--- src/hdl/ghst_pkg.sv ---
// ----------------------------------------------------------------------------
// ghst_pkg
// Shared constants of the generational slot handle table: operation and
// status codes, handle layout and default sizes.
// ----------------------------------------------------------------------------
package ghst_pkg;

    localparam int SLOT_COUNT_DEF   = 16;
    localparam int SERIAL_WIDTH_DEF = 8;

    localparam int OP_W            = 3;
    localparam int STATUS_W        = 3;
    localparam int OWNER_W         = 16;
    localparam int HANDLE_W        = 32;
    localparam int HANDLE_INDEX_W  = 16;
    localparam int HANDLE_SERIAL_W = 15;

    localparam logic [OP_W-1:0] OP_CREATE    = 3'd0;
    localparam logic [OP_W-1:0] OP_KILL      = 3'd1;
    localparam logic [OP_W-1:0] OP_SCAN_ALL  = 3'd2;
    localparam logic [OP_W-1:0] OP_SCAN_OWNER = 3'd3;
    localparam logic [OP_W-1:0] OP_CLEAR     = 3'd4;

    localparam logic [STATUS_W-1:0] STATUS_OK        = 3'd0;
    localparam logic [STATUS_W-1:0] STATUS_FULL      = 3'd1;
    localparam logic [STATUS_W-1:0] STATUS_NEGATIVE  = 3'd2;
    localparam logic [STATUS_W-1:0] STATUS_NOT_LIVE  = 3'd3;
    localparam logic [STATUS_W-1:0] STATUS_MISMATCH  = 3'd4;
    localparam logic [STATUS_W-1:0] STATUS_NONE      = 3'd5;
    localparam logic [STATUS_W-1:0] STATUS_BAD_INDEX = 3'd6;

endpackage

--- src/hdl/ghst_slot_mem.sv ---
// ----------------------------------------------------------------------------
// ghst_slot_mem
// Slot store holding the stamped serial and owner of each slot. One write
// port and one read port; read data is registered and holds between reads.
// ----------------------------------------------------------------------------
module ghst_slot_mem #(
    parameter int DEPTH  = ghst_pkg::SLOT_COUNT_DEF,
    parameter int ADDR_W = $clog2(ghst_pkg::SLOT_COUNT_DEF),
    parameter int DATA_W = ghst_pkg::SERIAL_WIDTH_DEF + ghst_pkg::OWNER_W
) (
    input  logic              clk,
    input  logic              wr_en,
    input  logic [ADDR_W-1:0] wr_addr,
    input  logic [DATA_W-1:0] wr_data,
    input  logic              rd_en,
    input  logic [ADDR_W-1:0] rd_addr,
    output logic [DATA_W-1:0] rd_data
);

    logic [DATA_W-1:0] mem_reg [DEPTH];
    logic [DATA_W-1:0] rd_data_reg;

    always_ff @(posedge clk)
    begin
        if (wr_en)
        begin
            mem_reg[wr_addr] <= wr_data;
        end
    end

    always_ff @(posedge clk)
    begin
        if (rd_en)
        begin
            rd_data_reg <= mem_reg[rd_addr];
        end
    end

    assign rd_data = rd_data_reg;

endmodule

--- src/hdl/generational_slot_handle_table_core.sv ---
// ----------------------------------------------------------------------------
// generational_slot_handle_table_core
// Slot table that hands out generation-stamped handles, kills them, scans
// the live slots and clears the table.
//
//   Channel  Signals                                   Direction
//   in       in_valid, in_ready, op, handle, owner     into the block
//   out      out_valid, out_ready, status,             out of the block
//            result_handle, slot_index, slot_serial,
//            first_of_run, last
//
// Create searches the live bits in order for the first free slot. Kill
// reads the slot store to compare the stored serial; a negative or
// out-of-range handle skips the read. Scans issue one slot store read per
// cycle while no stalled output word holds them.
// Reset clears the live bits and the serial counter; the slot store needs
// no clearing. A stalled output word holds the scan pipeline in place.
// ----------------------------------------------------------------------------
module generational_slot_handle_table_core #(
    parameter int SLOT_COUNT   = ghst_pkg::SLOT_COUNT_DEF,
    parameter int SERIAL_WIDTH = ghst_pkg::SERIAL_WIDTH_DEF
) (
    input  logic                                    clk,
    input  logic                                    rst_n,
    input  logic                                    in_valid,
    output logic                                    in_ready,
    input  logic [ghst_pkg::OP_W-1:0]               op,
    input  logic signed [ghst_pkg::HANDLE_W-1:0]    handle,
    input  logic signed [ghst_pkg::OWNER_W-1:0]     owner,
    output logic                                    out_valid,
    input  logic                                    out_ready,
    output logic [ghst_pkg::STATUS_W-1:0]           status,
    output logic signed [SERIAL_WIDTH+ghst_pkg::HANDLE_INDEX_W:0] result_handle,
    output logic [$clog2(SLOT_COUNT)-1:0]           slot_index,
    output logic [SERIAL_WIDTH-1:0]                 slot_serial,
    output logic                                    first_of_run,
    output logic                                    last
);

    localparam int IDX_W  = $clog2(SLOT_COUNT);
    localparam int CNT_W  = IDX_W + 1;
    localparam int RH_W   = SERIAL_WIDTH + ghst_pkg::HANDLE_INDEX_W + 1;
    localparam int DATA_W = SERIAL_WIDTH + ghst_pkg::OWNER_W;

    typedef enum logic [4:0] {
        S_IDLE   = 5'b00001,
        S_CREATE = 5'b00010,
        S_KILL   = 5'b00100,
        S_SCAN   = 5'b01000,
        S_EMIT   = 5'b10000
    } state_t;

    state_t state_reg, state_next;

    logic [SLOT_COUNT-1:0]   live_reg, live_next;
    logic [SERIAL_WIDTH-1:0] serial_reg, serial_next;
    logic [CNT_W-1:0]        cnt_reg, cnt_next;
    logic                    scan_all_reg, scan_all_next;
    logic [ghst_pkg::OWNER_W-1:0] owner_reg, owner_next;
    logic [IDX_W-1:0]        kidx_reg, kidx_next;
    logic [ghst_pkg::HANDLE_SERIAL_W-1:0] hser_reg, hser_next;
    logic                    rdv_reg, rdv_next;
    logic [IDX_W-1:0]        rdidx_reg, rdidx_next;
    logic                    pend_reg, pend_next;
    logic                    found_reg, found_next;

    logic [ghst_pkg::STATUS_W-1:0] res_status_reg, res_status_next;
    logic [RH_W-1:0]         res_handle_reg, res_handle_next;
    logic [IDX_W-1:0]        res_idx_reg, res_idx_next;
    logic [SERIAL_WIDTH-1:0] res_serial_reg, res_serial_next;
    logic                    res_first_reg, res_first_next;

    logic                    out_valid_reg, out_valid_next;
    logic [ghst_pkg::STATUS_W-1:0] out_status_reg, out_status_next;
    logic [RH_W-1:0]         out_handle_reg, out_handle_next;
    logic [IDX_W-1:0]        out_idx_reg, out_idx_next;
    logic [SERIAL_WIDTH-1:0] out_serial_reg, out_serial_next;
    logic                    out_first_reg, out_first_next;
    logic                    out_last_reg, out_last_next;

    logic                    wr_en;
    logic [IDX_W-1:0]        wr_addr;
    logic [DATA_W-1:0]       wr_data;
    logic                    rd_en;
    logic [IDX_W-1:0]        rd_addr;
    logic [DATA_W-1:0]       rd_data;

    logic [SERIAL_WIDTH-1:0]      mem_serial;
    logic [ghst_pkg::OWNER_W-1:0] mem_owner;
    logic                    out_free;
    logic                    accept;
    logic [IDX_W-1:0]        cnt_idx;
    logic                    issue_ok;
    logic                    match;
    logic                    stall;
    logic [SERIAL_WIDTH-1:0] serial_inc;
    logic                    bad_index;

    ghst_slot_mem #(
        .DEPTH  (SLOT_COUNT),
        .ADDR_W (IDX_W),
        .DATA_W (DATA_W)
    ) u_slot_mem (
        .clk     (clk),
        .wr_en   (wr_en),
        .wr_addr (wr_addr),
        .wr_data (wr_data),
        .rd_en   (rd_en),
        .rd_addr (rd_addr),
        .rd_data (rd_data)
    );

    assign mem_serial = rd_data[DATA_W-1:ghst_pkg::OWNER_W];
    assign mem_owner  = rd_data[ghst_pkg::OWNER_W-1:0];
    assign out_free   = !out_valid_reg || out_ready;
    assign in_ready   = (state_reg == S_IDLE);
    assign accept     = in_valid && in_ready;
    assign cnt_idx    = cnt_reg[IDX_W-1:0];
    assign issue_ok   = (cnt_reg != CNT_W'(SLOT_COUNT));
    assign serial_inc = serial_reg + 1'b1;
    assign bad_index  = ({1'b0, handle[ghst_pkg::HANDLE_INDEX_W-1:0]}
                         >= (ghst_pkg::HANDLE_INDEX_W + 1)'(SLOT_COUNT));
    assign match      = rdv_reg && live_reg[rdidx_reg]
                        && (scan_all_reg || (mem_owner == owner_reg));
    assign stall      = match && pend_reg && !out_free;

    always_comb
    begin
        state_next      = state_reg;
        live_next       = live_reg;
        serial_next     = serial_reg;
        cnt_next        = cnt_reg;
        scan_all_next   = scan_all_reg;
        owner_next      = owner_reg;
        kidx_next       = kidx_reg;
        hser_next       = hser_reg;
        rdv_next        = rdv_reg;
        rdidx_next      = rdidx_reg;
        pend_next       = pend_reg;
        found_next      = found_reg;
        res_status_next = res_status_reg;
        res_handle_next = res_handle_reg;
        res_idx_next    = res_idx_reg;
        res_serial_next = res_serial_reg;
        res_first_next  = res_first_reg;
        out_valid_next  = out_valid_reg && !out_ready;
        out_status_next = out_status_reg;
        out_handle_next = out_handle_reg;
        out_idx_next    = out_idx_reg;
        out_serial_next = out_serial_reg;
        out_first_next  = out_first_reg;
        out_last_next   = out_last_reg;
        wr_en           = 1'b0;
        wr_addr         = cnt_idx;
        wr_data         = {serial_inc, owner_reg};
        rd_en           = 1'b0;
        rd_addr         = cnt_idx;

        case (state_reg)
            S_IDLE:
            begin
                res_handle_next = '0;
                res_idx_next    = '0;
                res_serial_next = '0;
                res_first_next  = 1'b0;
                rd_addr         = handle[IDX_W-1:0];
                if (accept)
                begin
                    owner_next = owner;
                    cnt_next   = '0;
                    case (op)
                        ghst_pkg::OP_CREATE:
                        begin
                            state_next = S_CREATE;
                        end
                        ghst_pkg::OP_KILL:
                        begin
                            if (handle[ghst_pkg::HANDLE_W-1])
                            begin
                                res_status_next = ghst_pkg::STATUS_NEGATIVE;
                                state_next      = S_EMIT;
                            end
                            else if (bad_index)
                            begin
                                res_status_next = ghst_pkg::STATUS_BAD_INDEX;
                                state_next      = S_EMIT;
                            end
                            else
                            begin
                                rd_en      = 1'b1;
                                kidx_next  = handle[IDX_W-1:0];
                                hser_next  = handle[ghst_pkg::HANDLE_W-2:
                                                    ghst_pkg::HANDLE_INDEX_W];
                                state_next = S_KILL;
                            end
                        end
                        ghst_pkg::OP_SCAN_ALL, ghst_pkg::OP_SCAN_OWNER:
                        begin
                            scan_all_next = (op == ghst_pkg::OP_SCAN_ALL);
                            rdv_next      = 1'b0;
                            pend_next     = 1'b0;
                            found_next    = 1'b0;
                            state_next    = S_SCAN;
                        end
                        ghst_pkg::OP_CLEAR:
                        begin
                            live_next       = '0;
                            res_status_next = ghst_pkg::STATUS_OK;
                            state_next      = S_EMIT;
                        end
                        default:
                        begin
                            state_next = S_IDLE;
                        end
                    endcase
                end
            end

            S_CREATE:
            begin
                if (!issue_ok)
                begin
                    res_status_next = ghst_pkg::STATUS_FULL;
                    res_handle_next = '1;
                    res_idx_next    = '0;
                    res_serial_next = '0;
                    state_next      = S_EMIT;
                end
                else if (!live_reg[cnt_idx])
                begin
                    wr_en              = 1'b1;
                    live_next[cnt_idx] = 1'b1;
                    serial_next        = serial_inc;
                    res_status_next    = ghst_pkg::STATUS_OK;
                    res_handle_next    = {1'b0, serial_inc,
                                          ghst_pkg::HANDLE_INDEX_W'(cnt_idx)};
                    res_idx_next       = cnt_idx;
                    res_serial_next    = serial_inc;
                    state_next         = S_EMIT;
                end
                else
                begin
                    cnt_next = cnt_reg + 1'b1;
                end
            end

            S_KILL:
            begin
                res_idx_next = kidx_reg;
                if (!live_reg[kidx_reg])
                begin
                    res_status_next = ghst_pkg::STATUS_NOT_LIVE;
                    res_serial_next = '0;
                end
                else if (ghst_pkg::HANDLE_SERIAL_W'(mem_serial) != hser_reg)
                begin
                    res_status_next = ghst_pkg::STATUS_MISMATCH;
                    res_serial_next = mem_serial;
                end
                else
                begin
                    res_status_next     = ghst_pkg::STATUS_OK;
                    res_serial_next     = mem_serial;
                    live_next[kidx_reg] = 1'b0;
                end
                state_next = S_EMIT;
            end

            S_SCAN:
            begin
                if (!stall)
                begin
                    if (issue_ok)
                    begin
                        rd_en      = 1'b1;
                        cnt_next   = cnt_reg + 1'b1;
                        rdv_next   = 1'b1;
                        rdidx_next = cnt_idx;
                    end
                    else
                    begin
                        rdv_next = 1'b0;
                    end
                    if (match)
                    begin
                        if (pend_reg)
                        begin
                            out_valid_next  = 1'b1;
                            out_status_next = ghst_pkg::STATUS_OK;
                            out_handle_next = '0;
                            out_idx_next    = res_idx_reg;
                            out_serial_next = res_serial_reg;
                            out_first_next  = res_first_reg;
                            out_last_next   = 1'b0;
                        end
                        pend_next       = 1'b1;
                        found_next      = 1'b1;
                        res_status_next = ghst_pkg::STATUS_OK;
                        res_handle_next = '0;
                        res_idx_next    = rdidx_reg;
                        res_serial_next = mem_serial;
                        res_first_next  = !found_reg;
                    end
                    if (!rdv_reg && !issue_ok)
                    begin
                        if (!pend_reg)
                        begin
                            res_status_next = ghst_pkg::STATUS_NONE;
                        end
                        state_next = S_EMIT;
                    end
                end
            end

            S_EMIT:
            begin
                if (out_free)
                begin
                    out_valid_next  = 1'b1;
                    out_status_next = res_status_reg;
                    out_handle_next = res_handle_reg;
                    out_idx_next    = res_idx_reg;
                    out_serial_next = res_serial_reg;
                    out_first_next  = res_first_reg;
                    out_last_next   = 1'b1;
                    state_next      = S_IDLE;
                end
            end

            default:
            begin
                state_next = S_IDLE;
            end
        endcase
    end

    always_ff @(posedge clk or negedge rst_n)
    begin
        if (!rst_n)
        begin
            state_reg     <= S_IDLE;
            live_reg      <= '0;
            serial_reg    <= '0;
            rdv_reg       <= 1'b0;
            pend_reg      <= 1'b0;
            found_reg     <= 1'b0;
            out_valid_reg <= 1'b0;
        end
        else
        begin
            state_reg     <= state_next;
            live_reg      <= live_next;
            serial_reg    <= serial_next;
            rdv_reg       <= rdv_next;
            pend_reg      <= pend_next;
            found_reg     <= found_next;
            out_valid_reg <= out_valid_next;
        end
    end

    always_ff @(posedge clk)
    begin
        cnt_reg        <= cnt_next;
        scan_all_reg   <= scan_all_next;
        owner_reg      <= owner_next;
        kidx_reg       <= kidx_next;
        hser_reg       <= hser_next;
        rdidx_reg      <= rdidx_next;
        res_status_reg <= res_status_next;
        res_handle_reg <= res_handle_next;
        res_idx_reg    <= res_idx_next;
        res_serial_reg <= res_serial_next;
        res_first_reg  <= res_first_next;
        out_status_reg <= out_status_next;
        out_handle_reg <= out_handle_next;
        out_idx_reg    <= out_idx_next;
        out_serial_reg <= out_serial_next;
        out_first_reg  <= out_first_next;
        out_last_reg   <= out_last_next;
    end

    assign out_valid     = out_valid_reg;
    assign status        = out_status_reg;
    assign result_handle = out_handle_reg;
    assign slot_index    = out_idx_reg;
    assign slot_serial   = out_serial_reg;
    assign first_of_run  = out_first_reg;
    assign last          = out_last_reg;

endmodule

--- config.mk ---
export PLATFORM = sky130hd
export DESIGN_NAME = generational_slot_handle_table_core
export DESIGN_NICKNAME = d
export VERILOG_FILES = /design/src/hdl/ghst_pkg.sv /design/src/hdl/ghst_slot_mem.sv /design/src/hdl/generational_slot_handle_table_core.sv
export SDC_FILE = /design/constraint.sdc
export NUM_CORES = 1
export LEC_CHECK = 0
export ABC_AREA = 1
export BUFFER_PORTS_ARGS = -buffer_cell sky130_fd_sc_hd__clkbuf_2
export CAP_MARGIN = 20
export CORE_MARGIN = 1.5
export CORE_UTILIZATION = 60
export DETAILED_ROUTE_END_ITERATION = 8
export PLACE_DENSITY = 0.78
export SKIP_LAST_GASP = 1
export SLEW_MARGIN = 20
export SYNTH_ARGS = -nofsm -noshare
export SYNTH_HDL_FRONTEND = slang
export SYNTH_SLANG_ARGS = --single-unit
--- constraint.sdc ---
create_clock -name clk -period 5.3 [get_ports clk]
set_input_delay 0.265 -clock clk [delete_from_list [all_inputs] [get_ports clk]]
set_output_delay 0.265 -clock clk [all_outputs]
set_load 0.05 [all_outputs]
==> impl_metrics.py, run 1 <==
metrics = {
    "die": {
        "die-area_um2": 38600,
        "start_util_pct": 61.1,
        "io_pins": 99,
        "coreArea_um2": 36800,
        "die_x_um": 197,
        "row_count": 70,
        "die_y_um": 197,
    },
    "global_route": {
        "antenna_found_initial": 0,
        "grt_pass1_wl_um": 83100,
        "first_global_vias": 14900,
        "grt_max_degree": 193,
        "grt_usage_pct": 28.5,
        "overflow": 0,
    },
    "cts": {
        "h-tree-depth": 2,
        "cts_root_buffer": "clkbuf_16",
        "cts.sinks": 544,
        "cts.clk_slew.worst_paths_ps": 70,
        "numCtsBuffers": 51,
        "cts_tree": "built",
        "clk_latency_ps": 600,
        "cts.path.max_buffers": 3,
        "cts_setup_buffers": 0,
    },
    "layout": {
        "insertedDiodeCount": 0,
        "fin_cells": 2412,
        "multi_input_area_um2": 5380,
        "drive_above_1_share_pct": 12.2,
        "n_fill_cell": 2513,
        "regArea_um2": 16200,
        "area_delta_synth_final_pct": 12.8,
        "final_core_util_pct": 68.9,
        "largest_register_ffs": 384,
        "final_nets": 1964,
    },
    "timing": {
        "rsz0062_at_grt": "false",
        "setup_ws_ps": 1260,
        "slew_headroom_pct": 29.6,
        "hold_viol": 0,
        "timing.hold.ws_ps": 41.1,
        "tightestPinTransition_ps": 1050,
        "setup_viol": 0,
        "tns_ps": 0,
        "slew_violations": 0,
        "fin_crit_sh_pct": 76.2,
        "skew_ps": 30.0,
        "post-route-min-period_ps": 4040,
        "fmax_ghz": 0.248,
    },
    "critical_path": {
        "crit_arrival_ps": 4240,
        "path_class": "reg -> reg",
        "critPathMostFrequentCell": "inv_1",
        "slowest_delay_ps": 1000,
        "crit_fanout": 31,
        "crit_slowest_cell": "nor2_4",
        "startpoint_type": "flop",
        "critPathRequiredTime_ps": 5500,
        "cp_cell_sequence": "inv_1 > ha_1 > nand2_1 > inv_1 > nand2_1 > inv_1 > nor2_1 > nand2_2 > nor2_4",
        "end_kind": "flop",
    },
    "yosys": {
        "synth_ff_type": "edfxtp_1",
        "synth_cells": 1804,
        "async_flop_share_pct": 5.88,
        "syn_nets": 1864,
        "ys_seq_area_share_pct": 72.0,
        "ys_seq_elements": 544,
        "synth_edf_count": 512,
        "ys_types": 42,
        "syn_area_um2": 22500,
        "yosys_warnings": 0,
        "synth.avg_cell_area_um2": 12.5,
    },
    "power_and_ir_drop": {
        "p_leak_uw": 0.00896,
        "power_density_nw_per_um2": 558,
        "ir_drop_mv": 0.534,
    },
    "detailed_routing": {
        "ant_nets": 0,
        "vias": 14900,
        "drcViolationCount": 0,
        "drt_iter0_drc": 1579,
        "viasPerCell": 6.18,
        "wl_per_cell_um": 22.3,
        "drt-pass1-iter-count": 5,
        "finalWirelength_um": 53900,
    },
    "placement": {
        "dp_slack_ps": 1340,
        "io_buffers": 98,
        "placed_cells": 2280,
        "dp_hpwl_um": 30100,
        "globalplace.congestion": 0.922,
    },
    "flow_run": {
        "cap_violations": 0,
    },
    "worst_hold_path": {
        "min_path_type": "in -> reg",
    },
    "outcome": {
        "status": "completed",
    },
}
## where the power goes
part	leakage (uW)	internal (uW)	switching [uW]	total, uW
Clock	0.000825	2180	1530	3710
Combinational	0.00297	1300	3520	4820
Sequential	0.00517	5330	283	5620
## layer usage
layer | wire (um) | track usage, %
met1 | 21100 | 37.6
met2 | 26200 | 47.1
met3 | 4460 | 4.48
met4 | 2090 | 13.1
met5 | 0 | 0
## per-stage QoR
stage	cell area, um2	total power, uW
floorplan	22500	9190
global placement	23300	10200
detailed placement	23300	10400
CTS	25300	14100
global route	25400	14800
finish	25400	14100
## timing repair
| action | in CTS | in global routing |
|---|---|---|
| hold buffers | 38 | 0 |
| endpoints found under the hold margin | 68 | 0 |
| gates resized for setup | 0 | 0 |
## worst paths after layout
check                                from                   endpoint  slack [ps]  cells after the start
hold / removal                   in_valid               state_reg[3]          40                      3
setup reg to reg               cnt_reg[0]  u_slot_mem.mem_reg[2][11]        1260                      9
hold reg to reg            res_idx_reg[3]              slot_index[3]         420                      0
min in group asynchronous           rst_n               state_reg[1]         330                      2
max in group asynchronous           rst_n                live_reg[3]        4390                      2
setup / recovery               cnt_reg[0]  u_slot_mem.mem_reg[2][11]        1260                      9
## synth_stat cells (16+ instances only)
| master | number | area [um2] |
|---|---|---|
| o21ai_1 | 68 | 340 |
| edfxtp_1 | 512 | 15400 |
| buf_2 | 52 | 260 |
| nor2_1 | 263 | 987 |
| dfrtp_1 | 31 | 776 |
| buf_4 | 16 | 120 |
| o211ai_1 | 25 | 188 |
| o21ai_0 | 188 | 941 |
| clkbuf_1 | 25 | 93.8 |
| inv_1 | 115 | 432 |
| o21bai_1 | 25 | 188 |
| nand2_1 | 170 | 638 |
| o221ai_1 | 75 | 657 |
| a21oi_1 | 52 | 260 |
| nand3_1 | 80 | 400 |
## critical path: cells and delay by family (launching register included)
kind / cells / cell delay, ps
adders and majority gates: 1 / 320
buffers and inverters: 3 / 420
DFF: 1 / 620
and+or+nand+nor: 5 / 2240
## cell usage in the layout (no fill, tap or decap), drive strengths merged, types with 25 or more instances in the layout
master	n
a21oi	53
dfrtp	31
o211ai	25
nand2	172
nor2	266
o221ai	75
edfxtp	512
dlygate4sd3	38
o21ai	259
inv	123
o21bai	25
clkbuf	165
nand3	82
## area by class of cell
cell class / count / area share [%]
Inverter: 125 / 1.86
Tap cell: 468 / 2.31
Clock buffer: 67 / 5.48
Sequential cell: 544 / 63.8
Clock inverter: 26 / 1.15
Multi-Input combinational cell: 1025 / 21.2
Timing Repair Buffer: 157 / 4.21
## cell families after synthesis
family / after synthesis / share of synthesized area (%)
buffers and inverters: 235 / 4.84
DFF: 544 / 72.0
xor gates and xnor gates: 18 / 0.701
AOI/OAI and AO/OA: 458 / 12.3
and+or+nand+nor: 544 / 9.93
adders and majority gates: 5 / 0.278
(Power assumes the default switching activity.)
==> run 2, diff against run 1 <==
--- a/config.mk
+++ b/config.mk
@@ -9,9 +9,9 @@
 export BUFFER_PORTS_ARGS = -buffer_cell sky130_fd_sc_hd__clkbuf_2
 export CAP_MARGIN = 20
 export CORE_MARGIN = 1.5
-export CORE_UTILIZATION = 60
+export CORE_UTILIZATION = 55
 export DETAILED_ROUTE_END_ITERATION = 8
-export PLACE_DENSITY = 0.78
+export PLACE_DENSITY = 0.75
 export SKIP_LAST_GASP = 1
 export SLEW_MARGIN = 20
 export SYNTH_ARGS = -nofsm -noshare
==> constraint.sdc (replaced) <==
create_clock -name clk -period 3.35 [get_ports clk]
set_input_delay 0.1675 -clock clk [delete_from_list [all_inputs] [get_ports clk]]
set_output_delay 0.1675 -clock clk [all_outputs]
set_load 0.05 [all_outputs]
==> run 2 against run 1 <==
Critical path depth is 1 higher. Via count is 0.53% higher. Total power is 58% higher. Largest cell class unchanged. Wire length is 0.26% higher. Combinational power is 65% higher. Design area is 2.8% higher. Count of clock-buffer cells in the layout is 2 lower. Largest power group unchanged. First-iteration DRC count is 6.8% higher.
==> impl_metrics.py, run 2 (synthesis gave the netlist of run 1 again) <==
metrics = {
    "cts": {
        "h-tree-depth": 2,
        "cts_setup_buffers": 0,
        "cts.path.max_buffers": 3,
        "cts.clk_slew.worst_paths_ps": 60,
        "numCtsBuffers": 54,
        "cts_root_buffer": "clkbuf_16",
        "cts.sinks": 544,
        "cts_tree": "built",
        "hold_buffers": 44,
        "clk_latency_ps": 620,
        "cts_resized": 0,
    },
    "placement": {
        "globalplace.congestion": 0.926,
        "dp_slack_ps": 336,
        "dp_hpwl_um": 29800,
        "io_buffers": 98,
    },
    "critical_path": {
        "crit_arrival_ps": 3480,
        "path_class": "reg -> reg",
        "critPathRequiredTime_ps": 3610,
        "crit_fanout": 30,
        "end_kind": "flop",
        "startpoint_type": "flop",
    },
    "detailed_routing": {
        "vias": 15000,
        "top_layer": "met4",
        "drt-pass1-iter-count": 6,
        "drt_iter0_drc": 1686,
        "viasPerCell": 5.94,
        "wl_per_cell_um": 21.4,
        "finalWirelength_um": 54000,
        "wl_met2_um": 26800,
        "drt-met1-wl_um": 21100,
        "drcViolationCount": 0,
        "ant_nets": 0,
        "wl_met3_um": 4300,
    },
    "layout": {
        "layout_commonest_cell": "edfxtp_1",
        "final_nets": 2018,
        "insertedDiodeCount": 0,
        "largest_register_ffs": 384,
        "area_delta_synth_final_pct": 15.9,
        "n_fill_cell": 2813,
        "layout_common_cells": "edfxtp_1, nor2_1, o21ai_0, nand2_1, inv_1",
        "drive_above_1_share_pct": 14.0,
    },
    "power_and_ir_drop": {
        "p_leak_uw": 0.00926,
        "ir_drop_mv": 1.40,
        "power_density_nw_per_um2": 860,
    },
    "global_route": {
        "grt_max_degree": 141,
        "overflow": 0,
        "grt_usage_pct": 25.9,
        "grt_pass1_wl_um": 81800,
        "first_global_vias": 14500,
        "antenna_found_initial": 0,
    },
    "die": {
        "coreArea_um2": 40000,
        "start_util_pct": 56.2,
        "die_y_um": 205,
        "row_count": 73,
        "io_pins": 99,
        "die_x_um": 205,
        "die-area_um2": 42100,
    },
    "worst_hold_path": {
        "min_path_type": "in -> reg",
    },
    "timing": {
        "fin_crit_sh_pct": 96.3,
        "slew_violations": 0,
        "post-route-min-period_ps": 3220,
        "rsz0062_at_grt": "false",
        "skew_ps": 47.3,
        "fmax_ghz": 0.310,
        "hold_viol": 0,
        "setup_viol": 0,
        "tightestPinTransition_ps": 905,
        "tns_ps": 0,
        "setup_ws_ps": 125,
        "slew_headroom_pct": 39.7,
    },
    "outcome": {
        "status": "completed",
    },
    "flow_run": {
        "cap_violations": 0,
    },
}
## run 2: changes by cell type in the layout (fill, tap and decap cells not counted), moves of 2 or more
cell | previous run | this run
clkinv_2 | 10 | 3
buf_8 | 2 | 0
nor3_4 | 0 | 2
nor3_2 | 2 | 0
clkinv_1 | 11 | 20
clkinvlp_4 | 0 | 2
dlygate4sd3_1 | 38 | 44
buf_12 | 2 | 21
clkbuf_16 | 53 | 55
bufinv_16 | 7 | 3
buf_4 | 17 | 45
clkbuf_1 | 13 | 10
clkinv_4 | 0 | 2
## run 2: layout make-up
class	instances	area [um2]	area share (%)
Tap cell	525	657	2.52
Clock buffer	65	1410	5.42
Clock inverter	33	275	1.06
Timing Repair Buffer	208	1690	6.48
Inverter	125	472	1.81
Sequential cell	544	16200	62.1
Multi-Input combinational cell	1025	5380	20.6
## run 2: worst paths after layout
path | startpoint | end | slack, ps | cells past startpoint
setup / recovery | owner_reg[14] | slot_serial[3] | 130 | 10
hold / removal | handle[5] | state_reg[4] | 130 | 7
setup reg to reg | owner_reg[14] | slot_serial[3] | 130 | 10
hold reg to reg | res_serial_reg[7] | slot_serial[7] | 420 | 0
max in group asynchronous | rst_n | live_reg[11] | 2550 | 2
min in group asynchronous | rst_n | state_reg[1] | 230 | 2
## run 2: worst max-delay path, stage by stage (launching register included)
cell	delay (ps)
edfxtp_1	640
xor2_1	270
nor2_1	110
nand2_1	130
nor2_1	80
a21oi_1	480
nor2_1	190
nand4_1	260
nand2_1	200
nor3_4	140
buf_4	350
## run 2: per-layer routing
metal | track usage (%) | up-vias
met1 | 33.4 | 7253
li1 | - | 6860
met2 | 43.9 | 757
met4 | 10.9 | 0
met5 | 0 | -
met3 | 4.18 | 119
## run 2: stage by stage
| stage | std cells | hold WS [ps] | instance area (um2) | total power, uW | utilization (%) |
|---|---|---|---|---|---|
| after floorplan | 1804 | -128 | 22500 | 14500 | - |
| after global placement | 2383 | 317 | 23900 | 16300 | 59.8 |
| after detailed placement | 2383 | 321 | 23900 | 16600 | 59.8 |
| after CTS | 2525 | 96.1 | 26100 | 22400 | 65.1 |
| after global routing | 2525 | 165 | 26100 | 23500 | 65.2 |
| final | 2525 | 128 | 26100 | 22400 | 65.2 |
## run 2: power by group
part	internal [uW]	switching (uW)
clock	3240	2520
combinational	2320	5640
sequential	8430	281
total	14000	8440
